File: config.mk
export PLATFORM = sky130hd
export DESIGN_NAME = rtch_front
export DESIGN_NICKNAME = d
export VERILOG_FILES = /design/src/rtl/core/rtch_pkg.sv /design/src/rtl/core/rtch_front.sv
export SDC_FILE = /design/constraint.sdc
export NUM_CORES = 1
export LEC_CHECK = 0
export BUFFER_PORTS_ARGS = -buffer_cell sky130_fd_sc_hd__buf_2
export CAP_MARGIN = 20
export CORE_AREA = 2 2 330 332
export CTS_CLUSTER_SIZE = 28
export DETAILED_ROUTE_END_ITERATION = 8
export DIE_AREA = 0 0 332 334
export RECOVER_POWER = 50
export SLEW_MARGIN = 20
export SYNTH_ARGS = -nofsm -noshare
export SYNTH_HDL_FRONTEND = slang
export SYNTH_SLANG_ARGS = --single-unit
File: constraint.sdc
create_clock -name clk -period 8.8 [get_ports clk]
set_input_delay 0.44 -clock clk [delete_from_list [all_inputs] [get_ports clk]]
set_output_delay 0.44 -clock clk [all_outputs]
set_load 0.005 [all_outputs]
File: src/rtl/core/rtch_pkg.sv
// Shared types, constants and the multiply schedule for the closest-hit ray/triangle block.
// No dependencies; every other file in rtl/core imports this package.
package rtch_pkg;

  localparam int COORD_W       = 32;
  localparam int FRAC_BITS_DEF = 16;
  localparam int MAX_TRI_DEF   = 65536;
  localparam int UV_FRAC       = 16;
  localparam int TRI_NUM_W     = 16;
  localparam int BARY_W        = 17;
  localparam int SM_W          = 33;   // edge, tvec and direction operands
  localparam int WV_W          = 67;   // cross product components
  localparam int ACC_W         = 104;  // det, u, v, t
  localparam int CHUNK_W       = 34;   // low chunk of a wide multiplier operand
  localparam int Q_W           = 33;   // quotient bits per division
  localparam int N_TERMS       = 24;
  localparam int STEP_W        = 6;
  localparam int QUEUE_DEPTH   = 2;
  localparam int CFG_IDX_W     = 3;
  localparam int EPS_W         = 31;

  localparam logic [CFG_IDX_W-1:0] CFG_ORIGIN_X    = 3'd0;
  localparam logic [CFG_IDX_W-1:0] CFG_ORIGIN_Y    = 3'd1;
  localparam logic [CFG_IDX_W-1:0] CFG_ORIGIN_Z    = 3'd2;
  localparam logic [CFG_IDX_W-1:0] CFG_DIRECTION_X = 3'd3;
  localparam logic [CFG_IDX_W-1:0] CFG_DIRECTION_Y = 3'd4;
  localparam logic [CFG_IDX_W-1:0] CFG_DIRECTION_Z = 3'd5;
  localparam logic [CFG_IDX_W-1:0] CFG_DET_EPSILON = 3'd6;
  localparam logic [CFG_IDX_W-1:0] CFG_DIST_LIMIT  = 3'd7;

  localparam logic signed [COORD_W-1:0] DIR_Z_RESET = 32'sh0001_0000;
  localparam logic [EPS_W-1:0]          EPS_RESET   = 31'd7;
  localparam logic signed [COORD_W-1:0] DIST_MAX    = 32'sh7FFF_FFFF;
  localparam logic signed [COORD_W-1:0] DIST_MIN    = 32'sh8000_0000;
  localparam logic [BARY_W-1:0]         BARY_ONE    = 17'h1_0000;

  // operand A kinds (small vectors)
  localparam logic [1:0] A_DIR = 2'd0;
  localparam logic [1:0] A_TV  = 2'd1;
  localparam logic [1:0] A_E1  = 2'd2;
  localparam logic [1:0] A_E2  = 2'd3;
  // operand B kinds (wide vectors)
  localparam logic [1:0] B_E2  = 2'd0;
  localparam logic [1:0] B_E1  = 2'd1;
  localparam logic [1:0] B_PV  = 2'd2;
  localparam logic [1:0] B_QV  = 2'd3;
  // scalar results
  localparam logic [1:0] SC_DET = 2'd0;
  localparam logic [1:0] SC_U   = 2'd1;
  localparam logic [1:0] SC_V   = 2'd2;
  localparam logic [1:0] SC_T   = 2'd3;

  typedef logic signed [SM_W-1:0] sm_t;

  typedef struct packed {
    logic signed [COORD_W-1:0] v0_x;
    logic signed [COORD_W-1:0] v0_y;
    logic signed [COORD_W-1:0] v0_z;
    logic signed [COORD_W-1:0] v1_x;
    logic signed [COORD_W-1:0] v1_y;
    logic signed [COORD_W-1:0] v1_z;
    logic signed [COORD_W-1:0] v2_x;
    logic signed [COORD_W-1:0] v2_y;
    logic signed [COORD_W-1:0] v2_z;
    logic                      last_triangle;
  } tri_in_t;

  typedef struct packed {
    logic                      hit;
    logic [TRI_NUM_W-1:0]      triangle_number;
    logic signed [COORD_W-1:0] distance;
    logic [BARY_W-1:0]         bary_u;
    logic [BARY_W-1:0]         bary_v;
  } result_t;

  typedef struct packed {
    logic signed [COORD_W-1:0] origin_x;
    logic signed [COORD_W-1:0] origin_y;
    logic signed [COORD_W-1:0] origin_z;
    logic signed [COORD_W-1:0] direction_x;
    logic signed [COORD_W-1:0] direction_y;
    logic signed [COORD_W-1:0] direction_z;
    logic [EPS_W-1:0]          det_epsilon;
    logic signed [COORD_W-1:0] distance_limit;
  } cfg_t;

  // word handed from the front to the back
  typedef struct packed {
    sm_t [2:0] e1;
    sm_t [2:0] e2;
    sm_t [2:0] tv;
    logic      last;
  } work_t;

  typedef struct packed {
    logic [1:0] a_kind;
    logic [1:0] a_idx;
    logic [1:0] b_kind;
    logic [1:0] b_idx;
    logic       neg;
    logic       first;
    logic       last;
    logic       to_scalar;
    logic [1:0] d_kind;
    logic [1:0] d_idx;
  } term_t;

  typedef enum logic [3:0] {
    S_IDLE, S_MAC, S_DRAIN, S_CHECK, S_TSTART, S_TDIV, S_UDIV, S_VDIV, S_NEXT
  } back_state_t;

  function automatic sm_t sx(input logic signed [COORD_W-1:0] x);
    return SM_W'(x);
  endfunction

  function automatic term_t mk_term(input logic [1:0] ak, input logic [1:0] ai,
                                    input logic [1:0] bk, input logic [1:0] bi,
                                    input logic ng, input logic fs, input logic ls,
                                    input logic sc, input logic [1:0] dk,
                                    input logic [1:0] di);
    term_t t;
    t.a_kind = ak; t.a_idx = ai; t.b_kind = bk; t.b_idx = bi;
    t.neg = ng; t.first = fs; t.last = ls; t.to_scalar = sc;
    t.d_kind = dk; t.d_idx = di;
    return t;
  endfunction

  // Product schedule: pv = dir x e2, qv = tv x e1, then det, u, v, t dot products.
  function automatic term_t term_of(input logic [4:0] j);
    term_t t;
    t = '0;
    case (j)
      5'd0:  t = mk_term(A_DIR, 2'd1, B_E2, 2'd2, 1'b0, 1'b1, 1'b0, 1'b0, B_PV, 2'd0);
      5'd1:  t = mk_term(A_DIR, 2'd2, B_E2, 2'd1, 1'b1, 1'b0, 1'b1, 1'b0, B_PV, 2'd0);
      5'd2:  t = mk_term(A_DIR, 2'd2, B_E2, 2'd0, 1'b0, 1'b1, 1'b0, 1'b0, B_PV, 2'd1);
      5'd3:  t = mk_term(A_DIR, 2'd0, B_E2, 2'd2, 1'b1, 1'b0, 1'b1, 1'b0, B_PV, 2'd1);
      5'd4:  t = mk_term(A_DIR, 2'd0, B_E2, 2'd1, 1'b0, 1'b1, 1'b0, 1'b0, B_PV, 2'd2);
      5'd5:  t = mk_term(A_DIR, 2'd1, B_E2, 2'd0, 1'b1, 1'b0, 1'b1, 1'b0, B_PV, 2'd2);
      5'd6:  t = mk_term(A_TV,  2'd1, B_E1, 2'd2, 1'b0, 1'b1, 1'b0, 1'b0, B_QV, 2'd0);
      5'd7:  t = mk_term(A_TV,  2'd2, B_E1, 2'd1, 1'b1, 1'b0, 1'b1, 1'b0, B_QV, 2'd0);
      5'd8:  t = mk_term(A_TV,  2'd2, B_E1, 2'd0, 1'b0, 1'b1, 1'b0, 1'b0, B_QV, 2'd1);
      5'd9:  t = mk_term(A_TV,  2'd0, B_E1, 2'd2, 1'b1, 1'b0, 1'b1, 1'b0, B_QV, 2'd1);
      5'd10: t = mk_term(A_TV,  2'd0, B_E1, 2'd1, 1'b0, 1'b1, 1'b0, 1'b0, B_QV, 2'd2);
      5'd11: t = mk_term(A_TV,  2'd1, B_E1, 2'd0, 1'b1, 1'b0, 1'b1, 1'b0, B_QV, 2'd2);
      5'd12: t = mk_term(A_E1,  2'd0, B_PV, 2'd0, 1'b0, 1'b1, 1'b0, 1'b1, SC_DET, 2'd0);
      5'd13: t = mk_term(A_E1,  2'd1, B_PV, 2'd1, 1'b0, 1'b0, 1'b0, 1'b1, SC_DET, 2'd0);
      5'd14: t = mk_term(A_E1,  2'd2, B_PV, 2'd2, 1'b0, 1'b0, 1'b1, 1'b1, SC_DET, 2'd0);
      5'd15: t = mk_term(A_TV,  2'd0, B_PV, 2'd0, 1'b0, 1'b1, 1'b0, 1'b1, SC_U, 2'd0);
      5'd16: t = mk_term(A_TV,  2'd1, B_PV, 2'd1, 1'b0, 1'b0, 1'b0, 1'b1, SC_U, 2'd0);
      5'd17: t = mk_term(A_TV,  2'd2, B_PV, 2'd2, 1'b0, 1'b0, 1'b1, 1'b1, SC_U, 2'd0);
      5'd18: t = mk_term(A_DIR, 2'd0, B_QV, 2'd0, 1'b0, 1'b1, 1'b0, 1'b1, SC_V, 2'd0);
      5'd19: t = mk_term(A_DIR, 2'd1, B_QV, 2'd1, 1'b0, 1'b0, 1'b0, 1'b1, SC_V, 2'd0);
      5'd20: t = mk_term(A_DIR, 2'd2, B_QV, 2'd2, 1'b0, 1'b0, 1'b1, 1'b1, SC_V, 2'd0);
      5'd21: t = mk_term(A_E2,  2'd0, B_QV, 2'd0, 1'b0, 1'b1, 1'b0, 1'b1, SC_T, 2'd0);
      5'd22: t = mk_term(A_E2,  2'd1, B_QV, 2'd1, 1'b0, 1'b0, 1'b0, 1'b1, SC_T, 2'd0);
      5'd23: t = mk_term(A_E2,  2'd2, B_QV, 2'd2, 1'b0, 1'b0, 1'b1, 1'b1, SC_T, 2'd0);
      default: t = '0;
    endcase
    return t;
  endfunction

endpackage

File: src/rtl/core/rtch_front.sv
// Front stage: accepts triangle words and forms edges and the origin offset.
// Depends on rtch_pkg.
module rtch_front import rtch_pkg::*; (
  input  logic    clk,
  input  logic    rst,
  input  cfg_t    cfg,
  input  logic    in_valid,
  output logic    in_ready,
  input  tri_in_t in_data,
  output logic    push_valid,
  input  logic    push_ready,
  output work_t   push_data
);

  work_t word_next;

  assign in_ready = !push_valid || push_ready;

  always_comb begin
    word_next.e1[0] = sx(in_data.v1_x) - sx(in_data.v0_x);
    word_next.e1[1] = sx(in_data.v1_y) - sx(in_data.v0_y);
    word_next.e1[2] = sx(in_data.v1_z) - sx(in_data.v0_z);
    word_next.e2[0] = sx(in_data.v2_x) - sx(in_data.v0_x);
    word_next.e2[1] = sx(in_data.v2_y) - sx(in_data.v0_y);
    word_next.e2[2] = sx(in_data.v2_z) - sx(in_data.v0_z);
    word_next.tv[0] = sx(cfg.origin_x) - sx(in_data.v0_x);
    word_next.tv[1] = sx(cfg.origin_y) - sx(in_data.v0_y);
    word_next.tv[2] = sx(cfg.origin_z) - sx(in_data.v0_z);
    word_next.last  = in_data.last_triangle;
  end

  always_ff @(posedge clk) begin
    if (rst) begin
      push_valid <= 1'b0;
    end else if (in_ready) begin
      push_valid <= in_valid;
    end
  end

  always_ff @(posedge clk) begin
    if (in_valid && in_ready) begin
      push_data <= word_next;
    end
  end

endmodule

==> impl_metrics.env <==
export IMPL_avgSynthCellArea_sq_um=10.0
export IMPL_synth_compound_area_share_pct=22.2
export IMPL_startpoint_type="register"
export IMPL_worstSetupPathType="reg2reg"
export IMPL_instances_no_fill=4497
export IMPL_worstMarginPinSlew_ps=3990
export IMPL_insertion_delay_ps=600
export IMPL_tns_ps=0
export IMPL_ys_seq_area_share_pct=38.5
export IMPL_grt_overflow=0
export IMPL_numCtsBuffers=41
export IMPL_rsz0062_at_grt="no"
export IMPL_cts_tree="yes"
export IMPL_fmax_ghz=0.200
export IMPL_fin_crit_sh_pct=56.9
export IMPL_power_leakage_nw=13.0
export IMPL_synthMuxAreaShare_pct=0.0914
export IMPL_cts_resized=0
export IMPL_die_h_um=334
export IMPL_holdBufCountCts=1
export IMPL_grt_pass1_wl_um=130000
export IMPL_drv_slew=282
export IMPL_fp_dieArea_sq_um=111000
export IMPL_fp_dieW_um=332
export IMPL_netSwitchingPower_mw=1.69
export IMPL_place_inst=4418
export IMPL_p_clk_share_pct=32.2
export IMPL_grt_usage_pct=15.5
export IMPL_stdcell_area_sq_um=29400
export IMPL_synthArstFlopShare_pct=0
export IMPL_cp_arrival_ps=5110
export IMPL_top_layer="met5"
export IMPL_grt_pass1_vias=20550
export IMPL_clk_path_buf_depth=3
export IMPL_synth_top_family_by_area="compound AO/OA/AOI/OAI gates"
export IMPL_holdWs_ps=56.3
export IMPL_antenna_found_initial=11
export IMPL_hold_depth=1
export IMPL_worstPathMaxFanout=140
export IMPL_numClockSinks=299
export IMPL_wl_per_cell_um=20.0
export IMPL_coreArea_sq_um=108000
export IMPL_fin_worst_skew_ps=30.5
export IMPL_vias_per_cell=4.63
export IMPL_r2r_setup_slack_ps=3790
export IMPL_synthCells=2329
export IMPL_wl_met1_um=37500
export IMPL_swShare_pct=33.1
export IMPL_fill_cells=11702
export IMPL_drt_iter0_markers=1231
export IMPL_finalCriticalPeriod_ps=5010
export IMPL_fin_nets=3893
export IMPL_cts_root_buf="clkbuf_16"
export IMPL_initial_utilization_pct=21.6
export IMPL_powerDensity_nw_per_um2=173
export IMPL_boundaryPins=848
export IMPL_syn_to_final_growth_pct=26.3
export IMPL_min_from="in_data[0]"
export IMPL_required_ps=8900
export IMPL_synth_area_sq_um=23300
export IMPL_drtPass1Iterations=5
export IMPL_synth_simple_area_share_pct=10.5
export IMPL_synth_xor_area_share_pct=9.10
export IMPL_synth_top_cell_area_share_pct=38.4
export IMPL_dp_slack_ps=4670
export IMPL_cts_clk_slew_worst_paths_ps=50
export IMPL_grt_start_max_net_pins=141
export IMPL_pwr_share_comb_pct=30.5
export IMPL_synthAdderAreaFrac_pct=16.3
export IMPL_ys_dominant_reg_cell="edfxtp_1"
export IMPL_status="finished, violations left"
export IMPL_post_cts_buffers=0
export IMPL_route_met3_wl_um=7860
export IMPL_h_tree_depth=2
export IMPL_ff2ff_path_depth=3
export IMPL_yosysUniqueCellTypes=81
export IMPL_hold_path_end="push_data[0]"
export IMPL_finalWirelength_um=89800
export IMPL_yosys_area_top_type="edfxtp_1"
export IMPL_vdd_drop_max_mv=0.126
export IMPL_setup_viol=0
export IMPL_drcViolationCount=0
export IMPL_vias=20839
export IMPL_synth_most_common_cell="edfxtp_1"
export IMPL_rr_startpoint="push_valid"
export IMPL_synth_seq_cells=299
export IMPL_synth_common_cells="298 x edfxtp_1, 288 x ha_1, 220 x a21oi_1, 189 x inv_1, 166 x xnor2_1"
export IMPL_globalplace_congestion=0.948
export IMPL_timing_rr_end="push_data[66]"
export IMPL_intPower_mw=3.41
export IMPL_syn_nets=3174
export IMPL_cp_end_kind="register"
export IMPL_dpl_hpwl_um=74900
export IMPL_yosys_warnings=0
export IMPL_layout_drive_gt1_share_pct=18.0
export IMPL_synth_area_top_cells="edfxtp_1 38%, ha_1 15%, xnor2_1 6.2%"
export IMPL_rows=121
export IMPL_seqPwrFrac_pct=37.4
export IMPL_max_cap_violations=2
export IMPL_ant_nets=0
export IMPL_finalWorstSetupSlack_ps=3790
export IMPL_max_slew_margin_rel_pct=-166
export IMPL_dpl_cell_area_sq_um=28500
export IMPL_portBuffers=688
export IMPL_violations="max-capacitance violations, max-slew violations"
export IMPL_met2_length_um=41600
export IMPL_final_hold_violation_count=0
export IMPL_synth_edf_count=298
export IMPL_hp_class="in2reg"
[logic make-up (layout without fill, tap and decap cells)]
group                      after synthesis  after routing
and+or+nand+nor                        514            514
xor gates and xnor gates               242            242
muxes                                    2              2
DFF                                    299            299
other                                    0              4
adders and majority gates              297            297
AOI/OAI and AO/OA                      769            769
buffers and inverters                  206            956
[critical path, stage by stage (launching register included)]
cell	delay, ps
dfxtp_1	300
nand2b_1	90
and2_0	1020
clkbuf_2	2740
[power groups by stage]
| stage | Sequential [mW] | Clock (mW) | Combinational (mW) |
|---|---|---|---|
| floorplan | 1.96 | 0 | 0.936 |
| global placement | 1.92 | 0 | 1.58 |
| detailed placement | 1.92 | 0 | 1.59 |
| CTS | 1.89 | 1.70 | 1.60 |
| global route | 1.92 | 1.74 | 1.72 |
| finish | 1.91 | 1.64 | 1.56 |
[worst max-delay path by stage]
| stage | startpoint | end |
|---|---|---|
| floorplan | push_ready | push_data[0] |
| global route | push_valid | push_data[125] |
| detailed placement | in_data[225] | push_data[264] |
| global placement | in_data[225] | push_data[264] |
| finish | push_valid | push_data[66] |
| CTS | in_data[225] | push_data[264] |
[sequential cells by signal, indices dropped and copies added, names as in the netlist]
name	flops
push_valid	1
push_data	298
[metrics by stage]
step / util (%) / power (mW)
floorplan: - / 2.90
global route: 27.3 / 5.38
CTS: 27.6 / 5.19
finish: 27.3 / 5.10
detailed placement: 26.4 / 3.51
global placement: 26.4 / 3.50
[routing by layer]
layer | up-vias | track usage (%)
li1 | 10085 | -
met1 | 9858 | 18.8
met2 | 754 | 26.0
met3 | 128 | 5.04
met4 | 14 | 4.98
met5 | - | 0
[placed cells by master, fill, tap and decap left out, types with 132 or more instances in the layout]
cell type	netlist	layout
nand2_1	132	132
edfxtp_1	298	298
a21o_1	149	149
buf_2	1	448
clkbuf_1	16	248
xnor2_1	166	166
a21oi_1	220	220
inv_1	189	189
nor2_1	155	155
ha_1	288	288
[layout make-up]
cell class              instances  area [sq um]  area share, %
multi-input cells            1824         13500           45.9
well taps                    1414          1770           6.01
flip-flops and latches        299          8970           30.5
inverters                     189           709           2.41
clock buffers                  51          1080           3.69
diodes                          4          10.0         0.0340
clock inverters                23           181          0.617
repair buffers                693          3180           10.8
Note: power is estimated with default switching activity, not from simulation.
