File: src/rtl/core/rtch_pkg.sv
// Shared types, constants and the multiply schedule for the closest-hit ray/triangle block.
// No dependencies; every other file in rtl/core imports this package.
package rtch_pkg;

  localparam int COORD_W       = 32;
  localparam int FRAC_BITS_DEF = 16;
  localparam int MAX_TRI_DEF   = 65536;
  localparam int UV_FRAC       = 16;
  localparam int TRI_NUM_W     = 16;
  localparam int BARY_W        = 17;
  localparam int SM_W          = 33;   // edge, tvec and direction operands
  localparam int WV_W          = 67;   // cross product components
  localparam int ACC_W         = 104;  // det, u, v, t
  localparam int CHUNK_W       = 34;   // low chunk of a wide multiplier operand
  localparam int Q_W           = 33;   // quotient bits per division
  localparam int N_TERMS       = 24;
  localparam int STEP_W        = 6;
  localparam int QUEUE_DEPTH   = 2;
  localparam int CFG_IDX_W     = 3;
  localparam int EPS_W         = 31;

  localparam logic [CFG_IDX_W-1:0] CFG_ORIGIN_X    = 3'd0;
  localparam logic [CFG_IDX_W-1:0] CFG_ORIGIN_Y    = 3'd1;
  localparam logic [CFG_IDX_W-1:0] CFG_ORIGIN_Z    = 3'd2;
  localparam logic [CFG_IDX_W-1:0] CFG_DIRECTION_X = 3'd3;
  localparam logic [CFG_IDX_W-1:0] CFG_DIRECTION_Y = 3'd4;
  localparam logic [CFG_IDX_W-1:0] CFG_DIRECTION_Z = 3'd5;
  localparam logic [CFG_IDX_W-1:0] CFG_DET_EPSILON = 3'd6;
  localparam logic [CFG_IDX_W-1:0] CFG_DIST_LIMIT  = 3'd7;

  localparam logic signed [COORD_W-1:0] DIR_Z_RESET = 32'sh0001_0000;
  localparam logic [EPS_W-1:0]          EPS_RESET   = 31'd7;
  localparam logic signed [COORD_W-1:0] DIST_MAX    = 32'sh7FFF_FFFF;
  localparam logic signed [COORD_W-1:0] DIST_MIN    = 32'sh8000_0000;
  localparam logic [BARY_W-1:0]         BARY_ONE    = 17'h1_0000;

  // operand A kinds (small vectors)
  localparam logic [1:0] A_DIR = 2'd0;
  localparam logic [1:0] A_TV  = 2'd1;
  localparam logic [1:0] A_E1  = 2'd2;
  localparam logic [1:0] A_E2  = 2'd3;
  // operand B kinds (wide vectors)
  localparam logic [1:0] B_E2  = 2'd0;
  localparam logic [1:0] B_E1  = 2'd1;
  localparam logic [1:0] B_PV  = 2'd2;
  localparam logic [1:0] B_QV  = 2'd3;
  // scalar results
  localparam logic [1:0] SC_DET = 2'd0;
  localparam logic [1:0] SC_U   = 2'd1;
  localparam logic [1:0] SC_V   = 2'd2;
  localparam logic [1:0] SC_T   = 2'd3;

  typedef logic signed [SM_W-1:0] sm_t;

  typedef struct packed {
    logic signed [COORD_W-1:0] v0_x;
    logic signed [COORD_W-1:0] v0_y;
    logic signed [COORD_W-1:0] v0_z;
    logic signed [COORD_W-1:0] v1_x;
    logic signed [COORD_W-1:0] v1_y;
    logic signed [COORD_W-1:0] v1_z;
    logic signed [COORD_W-1:0] v2_x;
    logic signed [COORD_W-1:0] v2_y;
    logic signed [COORD_W-1:0] v2_z;
    logic                      last_triangle;
  } tri_in_t;

  typedef struct packed {
    logic                      hit;
    logic [TRI_NUM_W-1:0]      triangle_number;
    logic signed [COORD_W-1:0] distance;
    logic [BARY_W-1:0]         bary_u;
    logic [BARY_W-1:0]         bary_v;
  } result_t;

  typedef struct packed {
    logic signed [COORD_W-1:0] origin_x;
    logic signed [COORD_W-1:0] origin_y;
    logic signed [COORD_W-1:0] origin_z;
    logic signed [COORD_W-1:0] direction_x;
    logic signed [COORD_W-1:0] direction_y;
    logic signed [COORD_W-1:0] direction_z;
    logic [EPS_W-1:0]          det_epsilon;
    logic signed [COORD_W-1:0] distance_limit;
  } cfg_t;

  // word handed from the front to the back
  typedef struct packed {
    sm_t [2:0] e1;
    sm_t [2:0] e2;
    sm_t [2:0] tv;
    logic      last;
  } work_t;

  typedef struct packed {
    logic [1:0] a_kind;
    logic [1:0] a_idx;
    logic [1:0] b_kind;
    logic [1:0] b_idx;
    logic       neg;
    logic       first;
    logic       last;
    logic       to_scalar;
    logic [1:0] d_kind;
    logic [1:0] d_idx;
  } term_t;

  typedef enum logic [3:0] {
    S_IDLE, S_MAC, S_DRAIN, S_CHECK, S_TSTART, S_TDIV, S_UDIV, S_VDIV, S_NEXT
  } back_state_t;

  function automatic sm_t sx(input logic signed [COORD_W-1:0] x);
    return SM_W'(x);
  endfunction

  function automatic term_t mk_term(input logic [1:0] ak, input logic [1:0] ai,
                                    input logic [1:0] bk, input logic [1:0] bi,
                                    input logic ng, input logic fs, input logic ls,
                                    input logic sc, input logic [1:0] dk,
                                    input logic [1:0] di);
    term_t t;
    t.a_kind = ak; t.a_idx = ai; t.b_kind = bk; t.b_idx = bi;
    t.neg = ng; t.first = fs; t.last = ls; t.to_scalar = sc;
    t.d_kind = dk; t.d_idx = di;
    return t;
  endfunction

  // Product schedule: pv = dir x e2, qv = tv x e1, then det, u, v, t dot products.
  function automatic term_t term_of(input logic [4:0] j);
    term_t t;
    t = '0;
    case (j)
      5'd0:  t = mk_term(A_DIR, 2'd1, B_E2, 2'd2, 1'b0, 1'b1, 1'b0, 1'b0, B_PV, 2'd0);
      5'd1:  t = mk_term(A_DIR, 2'd2, B_E2, 2'd1, 1'b1, 1'b0, 1'b1, 1'b0, B_PV, 2'd0);
      5'd2:  t = mk_term(A_DIR, 2'd2, B_E2, 2'd0, 1'b0, 1'b1, 1'b0, 1'b0, B_PV, 2'd1);
      5'd3:  t = mk_term(A_DIR, 2'd0, B_E2, 2'd2, 1'b1, 1'b0, 1'b1, 1'b0, B_PV, 2'd1);
      5'd4:  t = mk_term(A_DIR, 2'd0, B_E2, 2'd1, 1'b0, 1'b1, 1'b0, 1'b0, B_PV, 2'd2);
      5'd5:  t = mk_term(A_DIR, 2'd1, B_E2, 2'd0, 1'b1, 1'b0, 1'b1, 1'b0, B_PV, 2'd2);
      5'd6:  t = mk_term(A_TV,  2'd1, B_E1, 2'd2, 1'b0, 1'b1, 1'b0, 1'b0, B_QV, 2'd0);
      5'd7:  t = mk_term(A_TV,  2'd2, B_E1, 2'd1, 1'b1, 1'b0, 1'b1, 1'b0, B_QV, 2'd0);
      5'd8:  t = mk_term(A_TV,  2'd2, B_E1, 2'd0, 1'b0, 1'b1, 1'b0, 1'b0, B_QV, 2'd1);
      5'd9:  t = mk_term(A_TV,  2'd0, B_E1, 2'd2, 1'b1, 1'b0, 1'b1, 1'b0, B_QV, 2'd1);
      5'd10: t = mk_term(A_TV,  2'd0, B_E1, 2'd1, 1'b0, 1'b1, 1'b0, 1'b0, B_QV, 2'd2);
      5'd11: t = mk_term(A_TV,  2'd1, B_E1, 2'd0, 1'b1, 1'b0, 1'b1, 1'b0, B_QV, 2'd2);
      5'd12: t = mk_term(A_E1,  2'd0, B_PV, 2'd0, 1'b0, 1'b1, 1'b0, 1'b1, SC_DET, 2'd0);
      5'd13: t = mk_term(A_E1,  2'd1, B_PV, 2'd1, 1'b0, 1'b0, 1'b0, 1'b1, SC_DET, 2'd0);
      5'd14: t = mk_term(A_E1,  2'd2, B_PV, 2'd2, 1'b0, 1'b0, 1'b1, 1'b1, SC_DET, 2'd0);
      5'd15: t = mk_term(A_TV,  2'd0, B_PV, 2'd0, 1'b0, 1'b1, 1'b0, 1'b1, SC_U, 2'd0);
      5'd16: t = mk_term(A_TV,  2'd1, B_PV, 2'd1, 1'b0, 1'b0, 1'b0, 1'b1, SC_U, 2'd0);
      5'd17: t = mk_term(A_TV,  2'd2, B_PV, 2'd2, 1'b0, 1'b0, 1'b1, 1'b1, SC_U, 2'd0);
      5'd18: t = mk_term(A_DIR, 2'd0, B_QV, 2'd0, 1'b0, 1'b1, 1'b0, 1'b1, SC_V, 2'd0);
      5'd19: t = mk_term(A_DIR, 2'd1, B_QV, 2'd1, 1'b0, 1'b0, 1'b0, 1'b1, SC_V, 2'd0);
      5'd20: t = mk_term(A_DIR, 2'd2, B_QV, 2'd2, 1'b0, 1'b0, 1'b1, 1'b1, SC_V, 2'd0);
      5'd21: t = mk_term(A_E2,  2'd0, B_QV, 2'd0, 1'b0, 1'b1, 1'b0, 1'b1, SC_T, 2'd0);
      5'd22: t = mk_term(A_E2,  2'd1, B_QV, 2'd1, 1'b0, 1'b0, 1'b0, 1'b1, SC_T, 2'd0);
      5'd23: t = mk_term(A_E2,  2'd2, B_QV, 2'd2, 1'b0, 1'b0, 1'b1, 1'b1, SC_T, 2'd0);
      default: t = '0;
    endcase
    return t;
  endfunction

endpackage

File: src/rtl/core/rtch_queue.sv
// Short FIFO between the front and the back.
// Depends on rtch_pkg.
module rtch_queue import rtch_pkg::*; #(
  parameter int DEPTH = QUEUE_DEPTH
) (
  input  logic  clk,
  input  logic  rst,
  input  logic  push_valid,
  output logic  push_ready,
  input  work_t push_data,
  output logic  pop_valid,
  input  logic  pop,
  output work_t pop_data
);

  localparam int PTR_W = (DEPTH > 1) ? $clog2(DEPTH) : 1;
  localparam int CNT_W = $clog2(DEPTH + 1);
  localparam logic [PTR_W-1:0] PTR_LAST = PTR_W'(DEPTH - 1);

  work_t            mem [DEPTH];
  logic [PTR_W-1:0] wr_ptr;
  logic [PTR_W-1:0] rd_ptr;
  logic [CNT_W-1:0] count;
  logic             do_push;

  assign push_ready = (count != CNT_W'(DEPTH));
  assign pop_valid  = (count != '0);
  assign pop_data   = mem[rd_ptr];
  assign do_push    = push_valid && push_ready;

  always_ff @(posedge clk) begin
    if (do_push) begin
      mem[wr_ptr] <= push_data;
    end
  end

  always_ff @(posedge clk) begin
    if (rst) begin
      wr_ptr <= '0;
      rd_ptr <= '0;
      count  <= '0;
    end else begin
      if (do_push) begin
        wr_ptr <= (wr_ptr == PTR_LAST) ? '0 : wr_ptr + 1'b1;
      end
      if (pop) begin
        rd_ptr <= (rd_ptr == PTR_LAST) ? '0 : rd_ptr + 1'b1;
      end
      if (do_push && !pop) begin
        count <= count + 1'b1;
      end else if (pop && !do_push) begin
        count <= count - 1'b1;
      end
    end
  end

endmodule

File: config.mk
export PLATFORM = sky130hd
export DESIGN_NAME = rtch_queue
export DESIGN_NICKNAME = d
export VERILOG_FILES = /design/src/rtl/core/rtch_pkg.sv /design/src/rtl/core/rtch_queue.sv
export SDC_FILE = /design/constraint.sdc
export NUM_CORES = 1
export LEC_CHECK = 0
export ABC_AREA = 0
export BUFFER_PORTS_ARGS = -buffer_cell sky130_fd_sc_hd__buf_2
export CAP_MARGIN = 40
export CORE_AREA = 2 2 236 238
export CTS_CLUSTER_SIZE = 20
export DETAILED_ROUTE_END_ITERATION = 8
export DIE_AREA = 0 0 238 240
export GPL_TIMING_DRIVEN = 0
export HOLD_SLACK_MARGIN = 0.05
export PLACE_DENSITY = 0.68
export SLEW_MARGIN = 20
export SYNTH_ARGS = -nofsm -noshare
export SYNTH_HDL_FRONTEND = slang
export SYNTH_SLANG_ARGS = --single-unit
File: constraint.sdc
create_clock -name clk -period 9.1 [get_ports clk]
set_clock_uncertainty 0.15 [all_clocks]
set_input_delay 0.455 -clock clk [delete_from_list [all_inputs] [get_ports clk]]
set_output_delay 0.455 -clock clk [all_outputs]
set_load 0.01 [all_outputs]
==> results.json <==
{
  "status": "finished clean",
  "yosysWarnings": 0,
  "clkLatencyLatePin_ns": 0.59,
  "synth_top_area_share_pct": 79.3,
  "synth_cells": 951,
  "setup-violations-final": 0,
  "nNetsFinal": 2227,
  "dp_hpwl_mm": 35.8,
  "cts_resized": 0,
  "fin_cells": 2683,
  "timing.critical_path.buf_inv": 3,
  "power.density_nw_per_um2": 224,
  "numClockSinks": 601,
  "gp_congestion": 0.776,
  "cp_max_fo": 88,
  "hold_viol": 0,
  "crit_top_cell": "buf_16",
  "p_seq_share_pct": 48.1,
  "synth_most_common_cell": "edfxtp_1",
  "die_width_um": 238,
  "min_from": "rd_ptr$_SDFFE_PP0P_",
  "post_dp_cell_area_um2": 26700,
  "htree_levels": 2,
  "wire_per_inst_um": 20.3,
  "grt_use_total_pct": 18.1,
  "crit_arrival_ns": 2.79,
  "crit_type": "reg -> reg",
  "synth-seq-area-share_pct": 79.8,
  "first_pass_iters": 4,
  "cts_buffers": 60,
  "finalWirelength_mm": 54.4,
  "p_clk_share_pct": 35.6,
  "synth_top_area_cell": "edfxtp_1",
  "ctsHoldBuffers": 301,
  "slew_headroom_pct": 62.3,
  "cts_tree": "yes",
  "hold_end": "rd_ptr$_SDFFE_PP0P_",
  "gr-total-overflow": 0,
  "finish.instance_area_um2": 31800,
  "worst_slew_pin_slew_ns": 0.565,
  "fill_cells": 4054,
  "cp.required_ns": 9.18,
  "drive_gt1_share_pct": 52.4,
  "min_path_cells": 2,
  "hold_path.class": "reg -> reg",
  "path_cells": "nand2b_1 > nand3b_1 > inv_8 > buf_16 > buf_16",
  "slowest_stage": "buf_16",
  "netSwitchingFraction_pct": 23.5,
  "synth_area_leaders": "edfxtp_1 79%, mux2_4 13%, mux2_2 4.8%, buf_6 1.3%, dfxtp_1 0.44%",
  "leakage_uw": 0.0124,
  "synth_top_cells_by_count": "596 x edfxtp_1, 201 x mux2_4, 97 x mux2_2",
  "ant_nets": 0,
  "synthFlopType": "edfxtp_1",
  "via_per_inst": 4.74,
  "startpoint_type": "register",
  "syn_nets": 1254,
  "r2r_cells": 5,
  "avgSynthCellArea_um2": 23.7,
  "synth.cell_area_um2": 22600,
  "routed-via-count": 12700,
  "first_iter_violations": 598,
  "finalCritPeriodShare_pct": 29.8,
  "die-area_um2": 57100,
  "end_kind": "register",
  "antenna_found_initial": 8,
  "period_needed_ns": 2.71,
  "placed_cells": 2265,
  "p_int_uw": 5440,
  "postCtsSetupBuffers": 0,
  "core-area_um2": 54700,
  "initial_core_util_pct": 41.3,
  "synth_edf_count": 596,
  "vdd_ir_drop_max_mv": 0.228,
  "port_buffers": 601,
  "ys_types": 20,
  "critPathMaxStageDelay_ns": 0.43,
  "clk_pin_slew_ns": 0.06,
  "rr_endpoint": "mem[0][139]$_DFFE_PP_",
  "areaGrowthSynthToFinish_pct": 40.8,
  "ys_ff_latch": 601,
  "die_h_um": 240,
  "ctsLongestPathBuffers": 3,
  "grt_max_degree": 89,
  "p_sw_uw": 1670,
  "rsz0062_at_grt": "false",
  "ctsRootBufferMaster": "clkbuf_16",
  "timing.rr.start": "count[0]$_SDFFE_PP0P_",
  "grt_pass1_wl_mm": 78.1,
  "critPathTopFamily": "buffers and inverters",
  "drcViolationCount": 0,
  "fmax_ghz": 0.369,
  "combPwrFrac_pct": 16.3,
  "maxCapViolCount": 0,
  "maxSlewViolCount": 0,
  "ys_async_sr_fraction_pct": 0,
  "num_rows": 86,
  "grt_pass1_vias": 13800,
  "pin_count": 602,
  "r2r_slack_ns": 6.39
}
==> registers in the layout, summed over array words and instances, names as in the netlist, named ones only <==
register  flops
wr_ptr        1
rd_ptr        1
count         2
mem         596
==> layout make-up <==
| class | count | area (um^2) | share of cell area, % |
|---|---|---|---|
| sequential | 601 | 18000 | 56.7 |
| timing repair buffer | 911 | 6270 | 19.7 |
| multi-input combinational | 315 | 4230 | 13.3 |
| clock buffer | 68 | 1550 | 4.89 |
| tap | 704 | 881 | 2.77 |
| clock inverter | 43 | 473 | 1.49 |
| buffer | 33 | 328 | 1.03 |
| inverter | 2 | 15.0 | 0.0473 |
| antenna | 6 | 15.0 | 0.0473 |
==> power by group through the flow <==
stage               sequential, uW  combinational, uW  clock, uW
detailed placement            3480               1050          0
global placement              3610               1000          0
floorplan                     3550                601          0
global route                  3440               1230       2690
finish                        3420               1160       2530
CTS                           3420               1160       2580
==> tightest hold or removal path: stages, from the launching register on <==
cell and delay, ns:
dfxtp_1 0.33, xnor2_1 0.09, nor2_1 0.08
==> cells by family after synthesis <==
logic type | synth area share [%]
multiplexers | 18.2
buffers and inverters | 1.49
AND/OR/NAND/NOR | 0.222
XOR/XNOR | 0.117
flip-flops | 79.8
adder cells (fa/ha/maj) | 0.0555
AO/OA/AOI/OAI | 0.111
==> how the worst max path moves through the flow <==
stage,slack [ns],startpoint,depth (start not counted),to
CTS,6.36,register,5,pop_data[196]
global placement,-3.03,count[0]$_SDFFE_PP0P_,2,mem[1][126]$_DFFE_PP_
detailed placement,6.44,count[0]$_SDFFE_PP0P_,5,mem[0][113]$_DFFE_PP_
floorplan,0.80,count[0]$_SDFFE_PP0P_,2,mem[1][0]$_DFFE_PP_
finish,6.39,count[0]$_SDFFE_PP0P_,5,mem[0][139]$_DFFE_PP_
global route,6.19,count[0]$_SDFFE_PP0P_,5,mem[0][116]$_DFFE_PP_
==> cell usage in the layout (no fill, tap or decap), drive strengths merged <==
master	n
a21bo	1
o21ai	1
diode	6
inv	5
xor2	2
clkinv	27
buf	643
bufinv	10
clkinvlp	3
nand3b	1
a21oi	2
mux2	298
nor2	3
ha	1
or3	1
edfxtp	596
xnor2	1
and2	1
or2	1
dlygate4sd3	301
and3	1
clkbuf	68
dfxtp	5
nand2b	1
==> layer usage <==
layer | part of all wire [%] | track usage, % | up-vias
met3 | 6.9 | 4.86 | 153
met4 | 4.9 | 9.36 | 8
met1 | 36 | 19.5 | 6313
li1 | - | - | 5775
met5 | 0.11 | 0 | -
met2 | 52 | 32.5 | 477
==> stage by stage <==
| stage | setup slack, ns | hold WS, ns | setup TNS (ns) | utilization [%] | total power (uW) |
|---|---|---|---|---|---|
| floorplan | 0.797 | 0.311 | 0 | - | 4150 |
| global placement | -3.03 | 0.339 | -1304.48 | 48.4 | 4610 |
| detailed placement | 6.44 | 0.371 | 0 | 48.9 | 4530 |
| CTS | 6.36 | 0.373 | 0 | 58.1 | 7170 |
| global route | 6.19 | 0.399 | 0 | 58.1 | 7360 |
| finish | 6.39 | 0.381 | 0 | 58.1 | 7110 |
(Power assumes the default switching activity.)
